File: config.mk
export PLATFORM = sky130hd
export DESIGN_NAME = int128_to_radix_ascii_top
export DESIGN_NICKNAME = d
export VERILOG_FILES = /design/src/design/itoa128_pkg.sv /design/src/design/itoa128_front.sv /design/src/design/itoa128_fifo.sv /design/src/design/itoa128_back.sv /design/src/design/int128_to_radix_ascii_top.sv
export SDC_FILE = /design/constraint.sdc
export NUM_CORES = 2
export LEC_CHECK = 0
export ABC_AREA = 1
export BUFFER_PORTS_ARGS = -buffer_cell sky130_fd_sc_hd__buf_2
export CAP_MARGIN = 20
export CORE_MARGIN = 4
export CORE_UTILIZATION = 43
export CTS_CLUSTER_DIAMETER = 30
export DETAILED_ROUTE_END_ITERATION = 8
export SLEW_MARGIN = 20
export SYNTH_ARGS = -nofsm -noshare
export SYNTH_HDL_FRONTEND = slang
export SYNTH_SLANG_ARGS = --single-unit
File: constraint.sdc
create_clock -name clk -period 13.1 [get_ports clk]
set_input_delay 1.31 -clock clk [delete_from_list [all_inputs] [get_ports clk]]
set_output_delay 1.31 -clock clk [all_outputs]
set_load 0.03 [all_outputs]
File: src/design/itoa128_pkg.sv
`timescale 1ns / 1ps
// Shared types, constants and character helpers for the 128-bit radix-to-ASCII converter.
// No dependencies; every other design file refers to this package by scoped names.
package itoa128_pkg;

	localparam int VALUE_WIDTH_DEF  = 128;
	localparam int CHARS_PER_RESULT = 4;
	localparam int COUNT_W          = 3;
	localparam int RADIX_W          = 6;
	localparam int DIGIT_W          = 6;
	localparam int CFG_IDX_W        = 2;
	localparam int QUEUE_DEPTH      = 2;

	localparam logic [CFG_IDX_W-1:0] CFG_RADIX = 2'd0;
	localparam logic [CFG_IDX_W-1:0] CFG_UPPER = 2'd1;
	localparam logic [CFG_IDX_W-1:0] CFG_PLUS  = 2'd2;

	localparam logic [RADIX_W-1:0] RADIX_MIN = 6'd2;
	localparam logic [RADIX_W-1:0] RADIX_MAX = 6'd36;
	localparam logic [RADIX_W-1:0] RADIX_DEC = 6'd10;

	localparam logic [7:0] CHAR_ZERO    = 8'h30;
	localparam logic [7:0] CHAR_LOWER_A = 8'h61;
	localparam logic [7:0] CHAR_UPPER_A = 8'h41;
	localparam logic [7:0] CHAR_MINUS   = 8'h2D;
	localparam logic [7:0] CHAR_PLUS    = 8'h2B;

	typedef enum logic [1:0] {
		SGN_NONE,
		SGN_MINUS,
		SGN_PLUS
	} sign_t;

	typedef struct packed {
		logic [RADIX_W-1:0] radix;
		logic               upper;
		sign_t              sign;
	} ctl_t;

	typedef enum logic [2:0] {
		ST_IDLE,
		ST_DIV,
		ST_RD,
		ST_PUT,
		ST_FLUSH
	} state_t;

	function automatic logic [7:0] digit_char(input logic [DIGIT_W-1:0] d, input logic upper);
		logic [7:0] base;
		if (d < RADIX_DEC) begin
			return CHAR_ZERO + {2'b00, d};
		end
		base = upper ? CHAR_UPPER_A : CHAR_LOWER_A;
		return base + {2'b00, d} - {2'b00, RADIX_DEC};
	endfunction

	function automatic logic [7:0] sign_char(input sign_t s);
		case (s)
			SGN_MINUS: return CHAR_MINUS;
			SGN_PLUS:  return CHAR_PLUS;
			default:   return 8'h00;
		endcase
	endfunction

endpackage

File: src/design/itoa128_front.sv
`timescale 1ns / 1ps
// Front end: configuration registers, input acceptance and sign classification.
// Depends on itoa128_pkg; feeds the transfer queue in front of itoa128_back.
module itoa128_front #(
	parameter int VALUE_WIDTH = itoa128_pkg::VALUE_WIDTH_DEF
) (
	input  logic                               clk,
	input  logic                               arst_n,
	input  logic                               cfg_we,
	input  logic [itoa128_pkg::CFG_IDX_W-1:0]  cfg_index,
	input  logic [itoa128_pkg::RADIX_W-1:0]    cfg_data,
	input  logic                               in_valid,
	output logic                               in_ready,
	input  logic [63:0]                        value_low,
	input  logic [63:0]                        value_high,
	input  logic                               is_signed,
	input  logic                               q_full,
	output logic                               q_push,
	output itoa128_pkg::ctl_t                  push_ctl,
	output logic [VALUE_WIDTH-1:0]             push_mag
);

	logic [itoa128_pkg::RADIX_W-1:0] radix_q;
	logic                            upper_q;
	logic                            plus_q;
	logic [127:0]                    full_val;
	logic [VALUE_WIDTH-1:0]          masked;
	logic [itoa128_pkg::RADIX_W-1:0] r_eff;
	logic                            base10;
	logic                            neg;

	always_ff @(posedge clk or negedge arst_n) begin
		if (!arst_n) begin
			radix_q <= itoa128_pkg::RADIX_DEC;
			upper_q <= 1'b0;
			plus_q  <= 1'b0;
		end else if (cfg_we) begin
			case (cfg_index)
				itoa128_pkg::CFG_RADIX: radix_q <= cfg_data;
				itoa128_pkg::CFG_UPPER: upper_q <= cfg_data[0];
				itoa128_pkg::CFG_PLUS:  plus_q  <= cfg_data[0];
				default: ;
			endcase
		end
	end

	always_comb begin
		full_val = {value_high, value_low};
		masked   = full_val[VALUE_WIDTH-1:0];
		if (radix_q < itoa128_pkg::RADIX_MIN) begin
			r_eff = itoa128_pkg::RADIX_MIN;
		end else if (radix_q > itoa128_pkg::RADIX_MAX) begin
			r_eff = itoa128_pkg::RADIX_MAX;
		end else begin
			r_eff = radix_q;
		end
		base10   = (r_eff == itoa128_pkg::RADIX_DEC);
		neg      = is_signed & base10 & masked[VALUE_WIDTH-1];
		push_mag = neg ? (~masked + VALUE_WIDTH'(1)) : masked;
		push_ctl.radix = r_eff;
		push_ctl.upper = upper_q;
		if (neg) begin
			push_ctl.sign = itoa128_pkg::SGN_MINUS;
		end else if (base10 && plus_q) begin
			push_ctl.sign = itoa128_pkg::SGN_PLUS;
		end else begin
			push_ctl.sign = itoa128_pkg::SGN_NONE;
		end
		in_ready = !q_full;
		q_push   = in_valid & !q_full;
	end

endmodule

File: src/design/itoa128_fifo.sv
`timescale 1ns / 1ps
// Short queue that decouples the front end from the conversion engine.
// Depends on itoa128_pkg for its depth.
module itoa128_fifo #(
	parameter int WIDTH = 8
) (
	input  logic             clk,
	input  logic             arst_n,
	input  logic             push,
	input  logic [WIDTH-1:0] push_data,
	output logic             full,
	input  logic             pop,
	output logic [WIDTH-1:0] pop_data,
	output logic             not_empty
);

	localparam int PW = $clog2(itoa128_pkg::QUEUE_DEPTH);
	localparam int CW = $clog2(itoa128_pkg::QUEUE_DEPTH + 1);

	logic [WIDTH-1:0] entry_q [itoa128_pkg::QUEUE_DEPTH];
	logic [PW-1:0]    wr_ptr_q;
	logic [PW-1:0]    rd_ptr_q;
	logic [CW-1:0]    count_q;

	assign full      = (count_q == CW'(itoa128_pkg::QUEUE_DEPTH));
	assign not_empty = (count_q != '0);
	assign pop_data  = entry_q[rd_ptr_q];

	always_ff @(posedge clk or negedge arst_n) begin
		if (!arst_n) begin
			wr_ptr_q <= '0;
			rd_ptr_q <= '0;
			count_q  <= '0;
		end else begin
			if (push) begin
				wr_ptr_q <= wr_ptr_q + PW'(1);
			end
			if (pop) begin
				rd_ptr_q <= rd_ptr_q + PW'(1);
			end
			if (push && !pop) begin
				count_q <= count_q + CW'(1);
			end else if (pop && !push) begin
				count_q <= count_q - CW'(1);
			end
		end
	end

	always_ff @(posedge clk) begin
		if (push) begin
			entry_q[wr_ptr_q] <= push_data;
		end
	end

endmodule

File: src/design/itoa128_back.sv
`timescale 1ns / 1ps
// Conversion engine: byte-serial division by the radix, digit stack memory and packing.
// Depends on itoa128_pkg; takes entries from itoa128_fifo and drives the result register.
module itoa128_back #(
	parameter int VALUE_WIDTH = itoa128_pkg::VALUE_WIDTH_DEF
) (
	input  logic                               clk,
	input  logic                               arst_n,
	input  logic                               q_valid,
	input  itoa128_pkg::ctl_t                  q_ctl,
	input  logic [VALUE_WIDTH-1:0]             q_mag,
	output logic                               q_pop,
	output logic                               out_valid,
	input  logic                               out_ready,
	output logic [7:0]                         chars [itoa128_pkg::CHARS_PER_RESULT],
	output logic [itoa128_pkg::COUNT_W-1:0]    count,
	output logic                               last
);

	localparam int CPR    = itoa128_pkg::CHARS_PER_RESULT;
	localparam int NBYTES = (VALUE_WIDTH + 7) / 8;
	localparam int PADW   = NBYTES * 8;
	localparam int BCW    = $clog2(NBYTES + 1);
	localparam int PTRW   = $clog2(VALUE_WIDTH + 1);
	localparam int AW     = $clog2(VALUE_WIDTH);
	localparam int SLW    = itoa128_pkg::COUNT_W;
	localparam int SIW    = $clog2(CPR);
	localparam int DW     = itoa128_pkg::DIGIT_W;

	itoa128_pkg::state_t state_q, state_d;

	logic [PADW-1:0]               w_q;
	logic [DW-1:0]                 rem_q;
	logic                          nz_q;
	logic [itoa128_pkg::RADIX_W-1:0] radix_q;
	logic                          upper_q;
	logic [BCW-1:0]                byte_q;
	logic [PTRW-1:0]               ptr_q;
	logic [PTRW-1:0]               ptr_m1;
	logic [SLW-1:0]                slot_q;
	logic [7:0]                    pack_q [CPR];
	logic [7:0]                    char_q [CPR];
	logic [SLW-1:0]                count_q;
	logic                          last_q;
	logic                          out_valid_q;
	logic [DW-1:0]                 dmem [VALUE_WIDTH];
	logic [DW-1:0]                 rd_data_q;

	logic [7:0]    top_byte;
	logic [7:0]    qbyte;
	logic [DW-1:0] rem_t;
	logic [DW:0]   trial;
	logic [DW-1:0] rem_n;
	logic          last_byte;
	logic          more;
	logic          out_free;
	logic          mem_we;
	logic          out_load;

	always_comb begin
		top_byte = w_q[PADW-1 -: 8];
		rem_t    = rem_q;
		qbyte    = 8'h00;
		trial    = '0;
		for (int i = 7; i >= 0; i--) begin
			trial = {rem_t, top_byte[i]};
			if (trial >= {1'b0, radix_q}) begin
				qbyte[i] = 1'b1;
				rem_t    = DW'(trial - {1'b0, radix_q});
			end else begin
				rem_t = trial[DW-1:0];
			end
		end
		rem_n = rem_t;
	end

	always_comb begin
		state_d   = state_q;
		q_pop     = 1'b0;
		out_load  = 1'b0;
		last_byte = (byte_q == BCW'(NBYTES - 1));
		more      = nz_q | (qbyte != 8'h00);
		out_free  = !out_valid_q | out_ready;
		mem_we    = (state_q == itoa128_pkg::ST_DIV) && last_byte;
		ptr_m1    = ptr_q - PTRW'(1);
		case (state_q)
			itoa128_pkg::ST_IDLE: begin
				if (q_valid) begin
					q_pop   = 1'b1;
					state_d = itoa128_pkg::ST_DIV;
				end
			end
			itoa128_pkg::ST_DIV: begin
				if (last_byte && !more) begin
					state_d = (slot_q == SLW'(CPR)) ? itoa128_pkg::ST_FLUSH
						: itoa128_pkg::ST_RD;
				end
			end
			itoa128_pkg::ST_RD: begin
				state_d = itoa128_pkg::ST_PUT;
			end
			itoa128_pkg::ST_PUT: begin
				if (slot_q == SLW'(CPR - 1) || ptr_q == '0) begin
					state_d = itoa128_pkg::ST_FLUSH;
				end else begin
					state_d = itoa128_pkg::ST_RD;
				end
			end
			itoa128_pkg::ST_FLUSH: begin
				if (out_free) begin
					out_load = 1'b1;
					state_d  = (ptr_q == '0) ? itoa128_pkg::ST_IDLE : itoa128_pkg::ST_RD;
				end
			end
			default: begin
				state_d = itoa128_pkg::ST_IDLE;
			end
		endcase
	end

	always_ff @(posedge clk or negedge arst_n) begin
		if (!arst_n) begin
			state_q     <= itoa128_pkg::ST_IDLE;
			byte_q      <= '0;
			ptr_q       <= '0;
			slot_q      <= '0;
			out_valid_q <= 1'b0;
		end else begin
			state_q <= state_d;
			case (state_q)
				itoa128_pkg::ST_IDLE: begin
					if (q_valid) begin
						byte_q <= '0;
						ptr_q  <= '0;
						slot_q <= (q_ctl.sign != itoa128_pkg::SGN_NONE) ? SLW'(1) : '0;
					end
				end
				itoa128_pkg::ST_DIV: begin
					byte_q <= last_byte ? '0 : byte_q + BCW'(1);
					if (last_byte) begin
						ptr_q <= ptr_q + PTRW'(1);
					end
				end
				itoa128_pkg::ST_RD: begin
					ptr_q <= ptr_m1;
				end
				itoa128_pkg::ST_PUT: begin
					slot_q <= slot_q + SLW'(1);
				end
				itoa128_pkg::ST_FLUSH: begin
					if (out_load) begin
						slot_q <= '0;
					end
				end
				default: ;
			endcase
			if (out_load) begin
				out_valid_q <= 1'b1;
			end else if (out_ready) begin
				out_valid_q <= 1'b0;
			end
		end
	end

	always_ff @(posedge clk) begin
		case (state_q)
			itoa128_pkg::ST_IDLE: begin
				if (q_valid) begin
					w_q     <= PADW'(q_mag);
					rem_q   <= '0;
					nz_q    <= 1'b0;
					radix_q <= q_ctl.radix;
					upper_q <= q_ctl.upper;
					for (int j = 1; j < CPR; j++) begin
						pack_q[j] <= '0;
					end
					pack_q[0] <= itoa128_pkg::sign_char(q_ctl.sign);
				end
			end
			itoa128_pkg::ST_DIV: begin
				w_q <= (w_q << 8) | PADW'(qbyte);
				if (last_byte) begin
					rem_q <= '0;
					nz_q  <= 1'b0;
				end else begin
					rem_q <= rem_n;
					nz_q  <= more;
				end
			end
			itoa128_pkg::ST_PUT: begin
				pack_q[slot_q[SIW-1:0]] <= itoa128_pkg::digit_char(rd_data_q, upper_q);
			end
			itoa128_pkg::ST_FLUSH: begin
				if (out_load) begin
					char_q  <= pack_q;
					count_q <= slot_q;
					last_q  <= (ptr_q == '0);
					pack_q  <= '{default: '0};
				end
			end
			default: ;
		endcase
	end

	always_ff @(posedge clk) begin
		if (mem_we) begin
			dmem[ptr_q[AW-1:0]] <= rem_n;
		end
		if (state_q == itoa128_pkg::ST_RD) begin
			rd_data_q <= dmem[ptr_m1[AW-1:0]];
		end
	end

	assign out_valid = out_valid_q;
	assign chars     = char_q;
	assign count     = count_q;
	assign last      = last_q;

endmodule

File: src/design/int128_to_radix_ascii_top.sv
`timescale 1ns / 1ps
// Radix 2..36 ASCII conversion of a 128-bit integer, four characters per result transfer.
// The byte-serial divider takes one byte per cycle and yields a digit after each full pass;
// each digit is then read back from the digit stack (ST_RD, then ST_PUT) and packed;
// each full result is flushed once the result register is free. The engine works on one
// item at a time and takes no new item from the queue until the last one is finished.
// A two-entry queue lets new items be taken while the engine works; results wait in a register.
// Asynchronous active-low reset clears control state and sets radix 10, lowercase, no plus sign.
module int128_to_radix_ascii_top #(
	parameter int VALUE_WIDTH = itoa128_pkg::VALUE_WIDTH_DEF
) (
	input  logic                               clk,
	input  logic                               arst_n,
	input  logic                               cfg_we,
	input  logic [itoa128_pkg::CFG_IDX_W-1:0]  cfg_index,
	input  logic [itoa128_pkg::RADIX_W-1:0]    cfg_data,
	input  logic                               in_valid,
	output logic                               in_ready,
	input  logic [63:0]                        value_low,
	input  logic [63:0]                        value_high,
	input  logic                               is_signed,
	output logic                               out_valid,
	input  logic                               out_ready,
	output logic [7:0]                         char_0,
	output logic [7:0]                         char_1,
	output logic [7:0]                         char_2,
	output logic [7:0]                         char_3,
	output logic [itoa128_pkg::COUNT_W-1:0]    char_count,
	output logic                               last_chunk
);

	localparam int QW = $bits(itoa128_pkg::ctl_t) + VALUE_WIDTH;

	logic                   q_push;
	logic                   q_full;
	logic                   q_pop;
	logic                   q_valid;
	itoa128_pkg::ctl_t      push_ctl;
	logic [VALUE_WIDTH-1:0] push_mag;
	logic [QW-1:0]          pop_data;
	itoa128_pkg::ctl_t      q_ctl;
	logic [VALUE_WIDTH-1:0] q_mag;
	logic [7:0]             chars [itoa128_pkg::CHARS_PER_RESULT];

	itoa128_front #(
		.VALUE_WIDTH(VALUE_WIDTH)
	) u_front (
		.clk       (clk),
		.arst_n    (arst_n),
		.cfg_we    (cfg_we),
		.cfg_index (cfg_index),
		.cfg_data  (cfg_data),
		.in_valid  (in_valid),
		.in_ready  (in_ready),
		.value_low (value_low),
		.value_high(value_high),
		.is_signed (is_signed),
		.q_full    (q_full),
		.q_push    (q_push),
		.push_ctl  (push_ctl),
		.push_mag  (push_mag)
	);

	itoa128_fifo #(
		.WIDTH(QW)
	) u_fifo (
		.clk      (clk),
		.arst_n   (arst_n),
		.push     (q_push),
		.push_data({push_ctl, push_mag}),
		.full     (q_full),
		.pop      (q_pop),
		.pop_data (pop_data),
		.not_empty(q_valid)
	);

	assign q_ctl = pop_data[QW-1:VALUE_WIDTH];
	assign q_mag = pop_data[VALUE_WIDTH-1:0];

	itoa128_back #(
		.VALUE_WIDTH(VALUE_WIDTH)
	) u_back (
		.clk      (clk),
		.arst_n   (arst_n),
		.q_valid  (q_valid),
		.q_ctl    (q_ctl),
		.q_mag    (q_mag),
		.q_pop    (q_pop),
		.out_valid(out_valid),
		.out_ready(out_ready),
		.chars    (chars),
		.count    (char_count),
		.last     (last_chunk)
	);

	assign char_0 = chars[0];
	assign char_1 = chars[1];
	assign char_2 = chars[2];
	assign char_3 = chars[3];

`ifndef SYNTH
	a_pop_needs_entry: assert property (@(posedge clk) disable iff (!arst_n)
		q_pop |-> q_valid)
		else $error("engine took an entry from an empty queue");

	a_transfer_queued: assert property (@(posedge clk) disable iff (!arst_n)
		in_valid && in_ready |=> q_valid)
		else $error("accepted transfer did not reach the queue");

	a_count_range: assert property (@(posedge clk) disable iff (!arst_n)
		out_valid |-> char_count != '0
			&& char_count <= itoa128_pkg::COUNT_W'(itoa128_pkg::CHARS_PER_RESULT))
		else $error("result character count out of range");

	a_short_is_last: assert property (@(posedge clk) disable iff (!arst_n)
		out_valid && char_count < itoa128_pkg::COUNT_W'(itoa128_pkg::CHARS_PER_RESULT)
			|-> last_chunk)
		else $error("partial result not marked as final");
`endif

endmodule
==> impl_metrics.ini <==
[run_status]
outcome = complete, no violations

[floorplan]
dieArea_um2 = 139000
core_um2 = 132000
initial_core_util_pct = 43.4
die_h_um = 373
io_pins = 180
die_w_um = 373
rows = 133

[placed_design]
placed_area_um2 = 60200
place.gp.congestion = 0.925
place_hpwl_um = 95300
port_buffers = 179
numPlacedInstances = 6819

[power_and_ir_drop]
swShare_pct = 20.4
combPwrFrac_pct = 2.7
irDropWorstVdd_mv = 0.109
netSwitchingPower_mw = 2.46
power.share.clock_pct = 57.6
p_leak_nw = 24.8
power_density_nw_per_um2 = 172
p_int_mw = 9.57
seq_power_share_pct = 39.7

[setup_path]
path_max_fanout = 64
crit_slowest_cell = edfxtp_1
end_kind = flop
crit_top_cell = nand2_1
ff2ff_setup_slack_ns = 0.93
arrival_ns = 12.72
cp_data_required_time_ns = 13.65
worstSetupStartpointType = flop
critical_path_class = flop to flop
crit_path_max_incr_delay_ns = 0.42

[detailed_routing]
drt_first_pass_iters = 7
drc = 0
vias_per_cell = 5.52
routedWlPerCell_um = 21.1
drt_iter0_markers = 3821
vias = 40492
drt_wl_total_um = 155000
ant_nets = 0

[timing]
fmax_mhz = 82.2
max_slew_margin_pct = 18.2
fin_crit_sh_pct = 92.9
slew_viol_final = 0
finalSetupViolations = 0
finClkSkew_ns = 0.0866
worst_pin_slew_ns = 1.22
post-route-min-period_ns = 12.17
hold_viol_final = 0

[finish]
multi_input_area_um2 = 16800
layout_commonest_cell = edfxtp_1
syn_to_final_growth_pct = 22.4
fin_area_um2 = 70100
layout.nets = 5597
final_layout_size_suffix_gt1_share_pct = 14.6
seqCellArea_um2 = 38600
mostFrequentLayoutCells = edfxtp_1, nor2_1, nand2_1, o21ai_0, inv_1
n_fill_cell = 11284
final_cells = 7341

[synth]
ys_seq_elements = 1290
synth_nets = 5283
yosys_warnings = 0
yosysSeqAreaShare_pct = 67.4
synthTopCellsByArea = edfxtp_1, nor2_1, o21ai_0
synthDistinctLibCells = 57
synth_area_per_cell_um2 = 11.3
ys.flop_type = edfxtp_1
synth_top_area_share_pct = 66.0
yosysTopAreaCell = edfxtp_1
synth_edf_count = 1258
synthCells = 5061
netlist_area_um2 = 57300
async_flop_share_pct = 2.48

[run]
maxCapViolCount = 0

[global_route]
grt_pass1_wl_um = 233000
grt_max_degree = 211
gr-total-overflow = 0
antenna_found_initial = 5
grt_pass1_vias = 39825
gr-usage-all-layers_pct = 21.3

[clock_tree]
clockBufferDepth = 4
path_clk_slew_ns = 0.05
cts_buffers = 287
clk_latency_ns = 0.89
cts-root-buf = clkbuf_16
cts.sinks = 1290
cts_tree = done
htreeDepth = 5

[worst_hold_path]
min_path_type = flop to flop
==> area by class of cell <==
class,instances,share of cell area (%)
flip-flops and latches,1290,55.1
repair buffers,281,2.72
clock buffers,328,10.7
diodes,1,0.00357
inverters,312,1.73
clock inverters,171,2.74
multi-input cells,3203,24.0
well taps,1755,3.13
==> path summary, 6_finish.rpt <==
path	startpoint	endpoint	depth (start not counted)
worst max register to register	u_back.rem_q[2]	u_back.dmem[22][5]	83
worst min register to register	u_back.pack_q[9]	u_back.chars[9]	0
max in group asynchronous	arst_n	u_fifo.rd_ptr_q	1
min in group asynchronous	arst_n	u_front.upper_q	1
worst min-delay path	u_back.pack_q[9]	u_back.chars[9]	0
worst max-delay path	u_back.rem_q[2]	u_back.dmem[22][5]	83
==> metrics by stage <==
stage | worst slack (ns) | TNS [ns] | power (mW) | hold WS (ns) | util [%]
floorplan | 0.0133 | 0 | 5.06 | 0.421 | -
global placement | 0.0835 | 0 | 5.16 | 0.427 | 45.7
detailed placement | -0.0820 | -9.99 | 5.17 | 0.428 | 45.7
CTS | 0.0495 | 0 | 12.1 | 0.406 | 52.8
global route | -0.0822 | -12.25 | 12.4 | 0.412 | 53.2
finish | 0.934 | 0 | 12.0 | 0.414 | 53.2
==> synthesized netlist by cell type, types with 4 or more instances <==
| library cell | count |
|---|---|
| nand3_4 | 9 |
| a21oi_1 | 72 |
| nor2_4 | 7 |
| ha_1 | 71 |
| nand2_1 | 613 |
| or2_2 | 9 |
| o21ai_0 | 566 |
| nand2_4 | 5 |
| xnor2_1 | 70 |
| buf_1 | 12 |
| fa_1 | 9 |
| nand3_2 | 4 |
| nor2_2 | 4 |
| o31ai_1 | 5 |
| clkbuf_1 | 242 |
| dfrtp_1 | 30 |
| nand4_1 | 31 |
| o22ai_1 | 183 |
| a31oi_1 | 152 |
| o211ai_1 | 29 |
| nand3_1 | 97 |
| nor3_1 | 48 |
| nor4_1 | 51 |
| xor2_1 | 94 |
| inv_1 | 306 |
| edfxtp_1 | 1258 |
| o221ai_1 | 61 |
| nor2_1 | 971 |
| nand3b_1 | 6 |
==> sequential cells by signal (all words and copies together), names as in the netlist, 2 cells and up <==
register and count:
u_back.chars 32, u_back.ptr_q 8, u_back.byte_q 5, u_back.rd_data_q 6, u_back.w_q 128, u_back.radix_q 6
u_front.radix_q 6, u_fifo.count_q 2, u_back.state_q 3, u_back.slot_q 3, u_back.rem_q 6, u_back.dmem 768
u_back.pack_q 32, u_back.count 3, u_fifo.entry_q 274
==> critical path, delay by kind of cell (launching register included) <==
| family | cells | cell delay (ns) |
|---|---|---|
| DFF | 1 | 0.42 |
| adders and majority gates | 8 | 2.31 |
| and+or+nand+nor | 30 | 2.97 |
| buffers and inverters | 18 | 1.97 |
| AOI/OAI and AO/OA | 27 | 4.15 |
==> layer usage <==
metal | vias to the layer above | GRT usage, % | routed length [um]
met5 | - | 0 | 13
met4 | 2 | 8.05 | 4860
met1 | 19819 | 28.8 | 65800
met2 | 1506 | 34.5 | 73900
li1 | 18851 | - | -
met3 | 314 | 3.66 | 10000
==> power groups by stage <==
stage | logic (mW) | clock network (mW) | registers, mW
3_5_place_dp | 0.325 | 0 | 4.85
5_1_grt | 0.354 | 7.24 | 4.79
4_1_cts | 0.326 | 7.02 | 4.78
6_report | 0.320 | 6.93 | 4.78
3_3_place_gp | 0.319 | 0 | 4.84
2_1_floorplan | 0.175 | 0 | 4.89
==> timing repair <==
item,in CTS,in global routing
resized for setup,2,39
hold buffers,0,0
setup buffers,2,14
setup endpoints to repair,570,779
gates cloned,0,5
pin swaps,1,14
==> cells by family (layout without fill, tap and decap cells) <==
| family | after synthesis | in the layout | synth area share (%) |
|---|---|---|---|
| AND/OR/NAND/NOR | 1864 | 1864 | 13.5 |
| flip-flops | 1290 | 1290 | 67.4 |
| AO/OA/AOI/OAI | 1094 | 1094 | 11.0 |
| buffers and inverters | 568 | 1092 | 3.75 |
| XOR/XNOR | 164 | 164 | 2.51 |
| adder cells (fa/ha/maj) | 80 | 80 | 1.87 |
| multiplexers | 1 | 1 | 0.0175 |
| other | 0 | 1 | 0 |
Power figures use the tool's default switching activity.
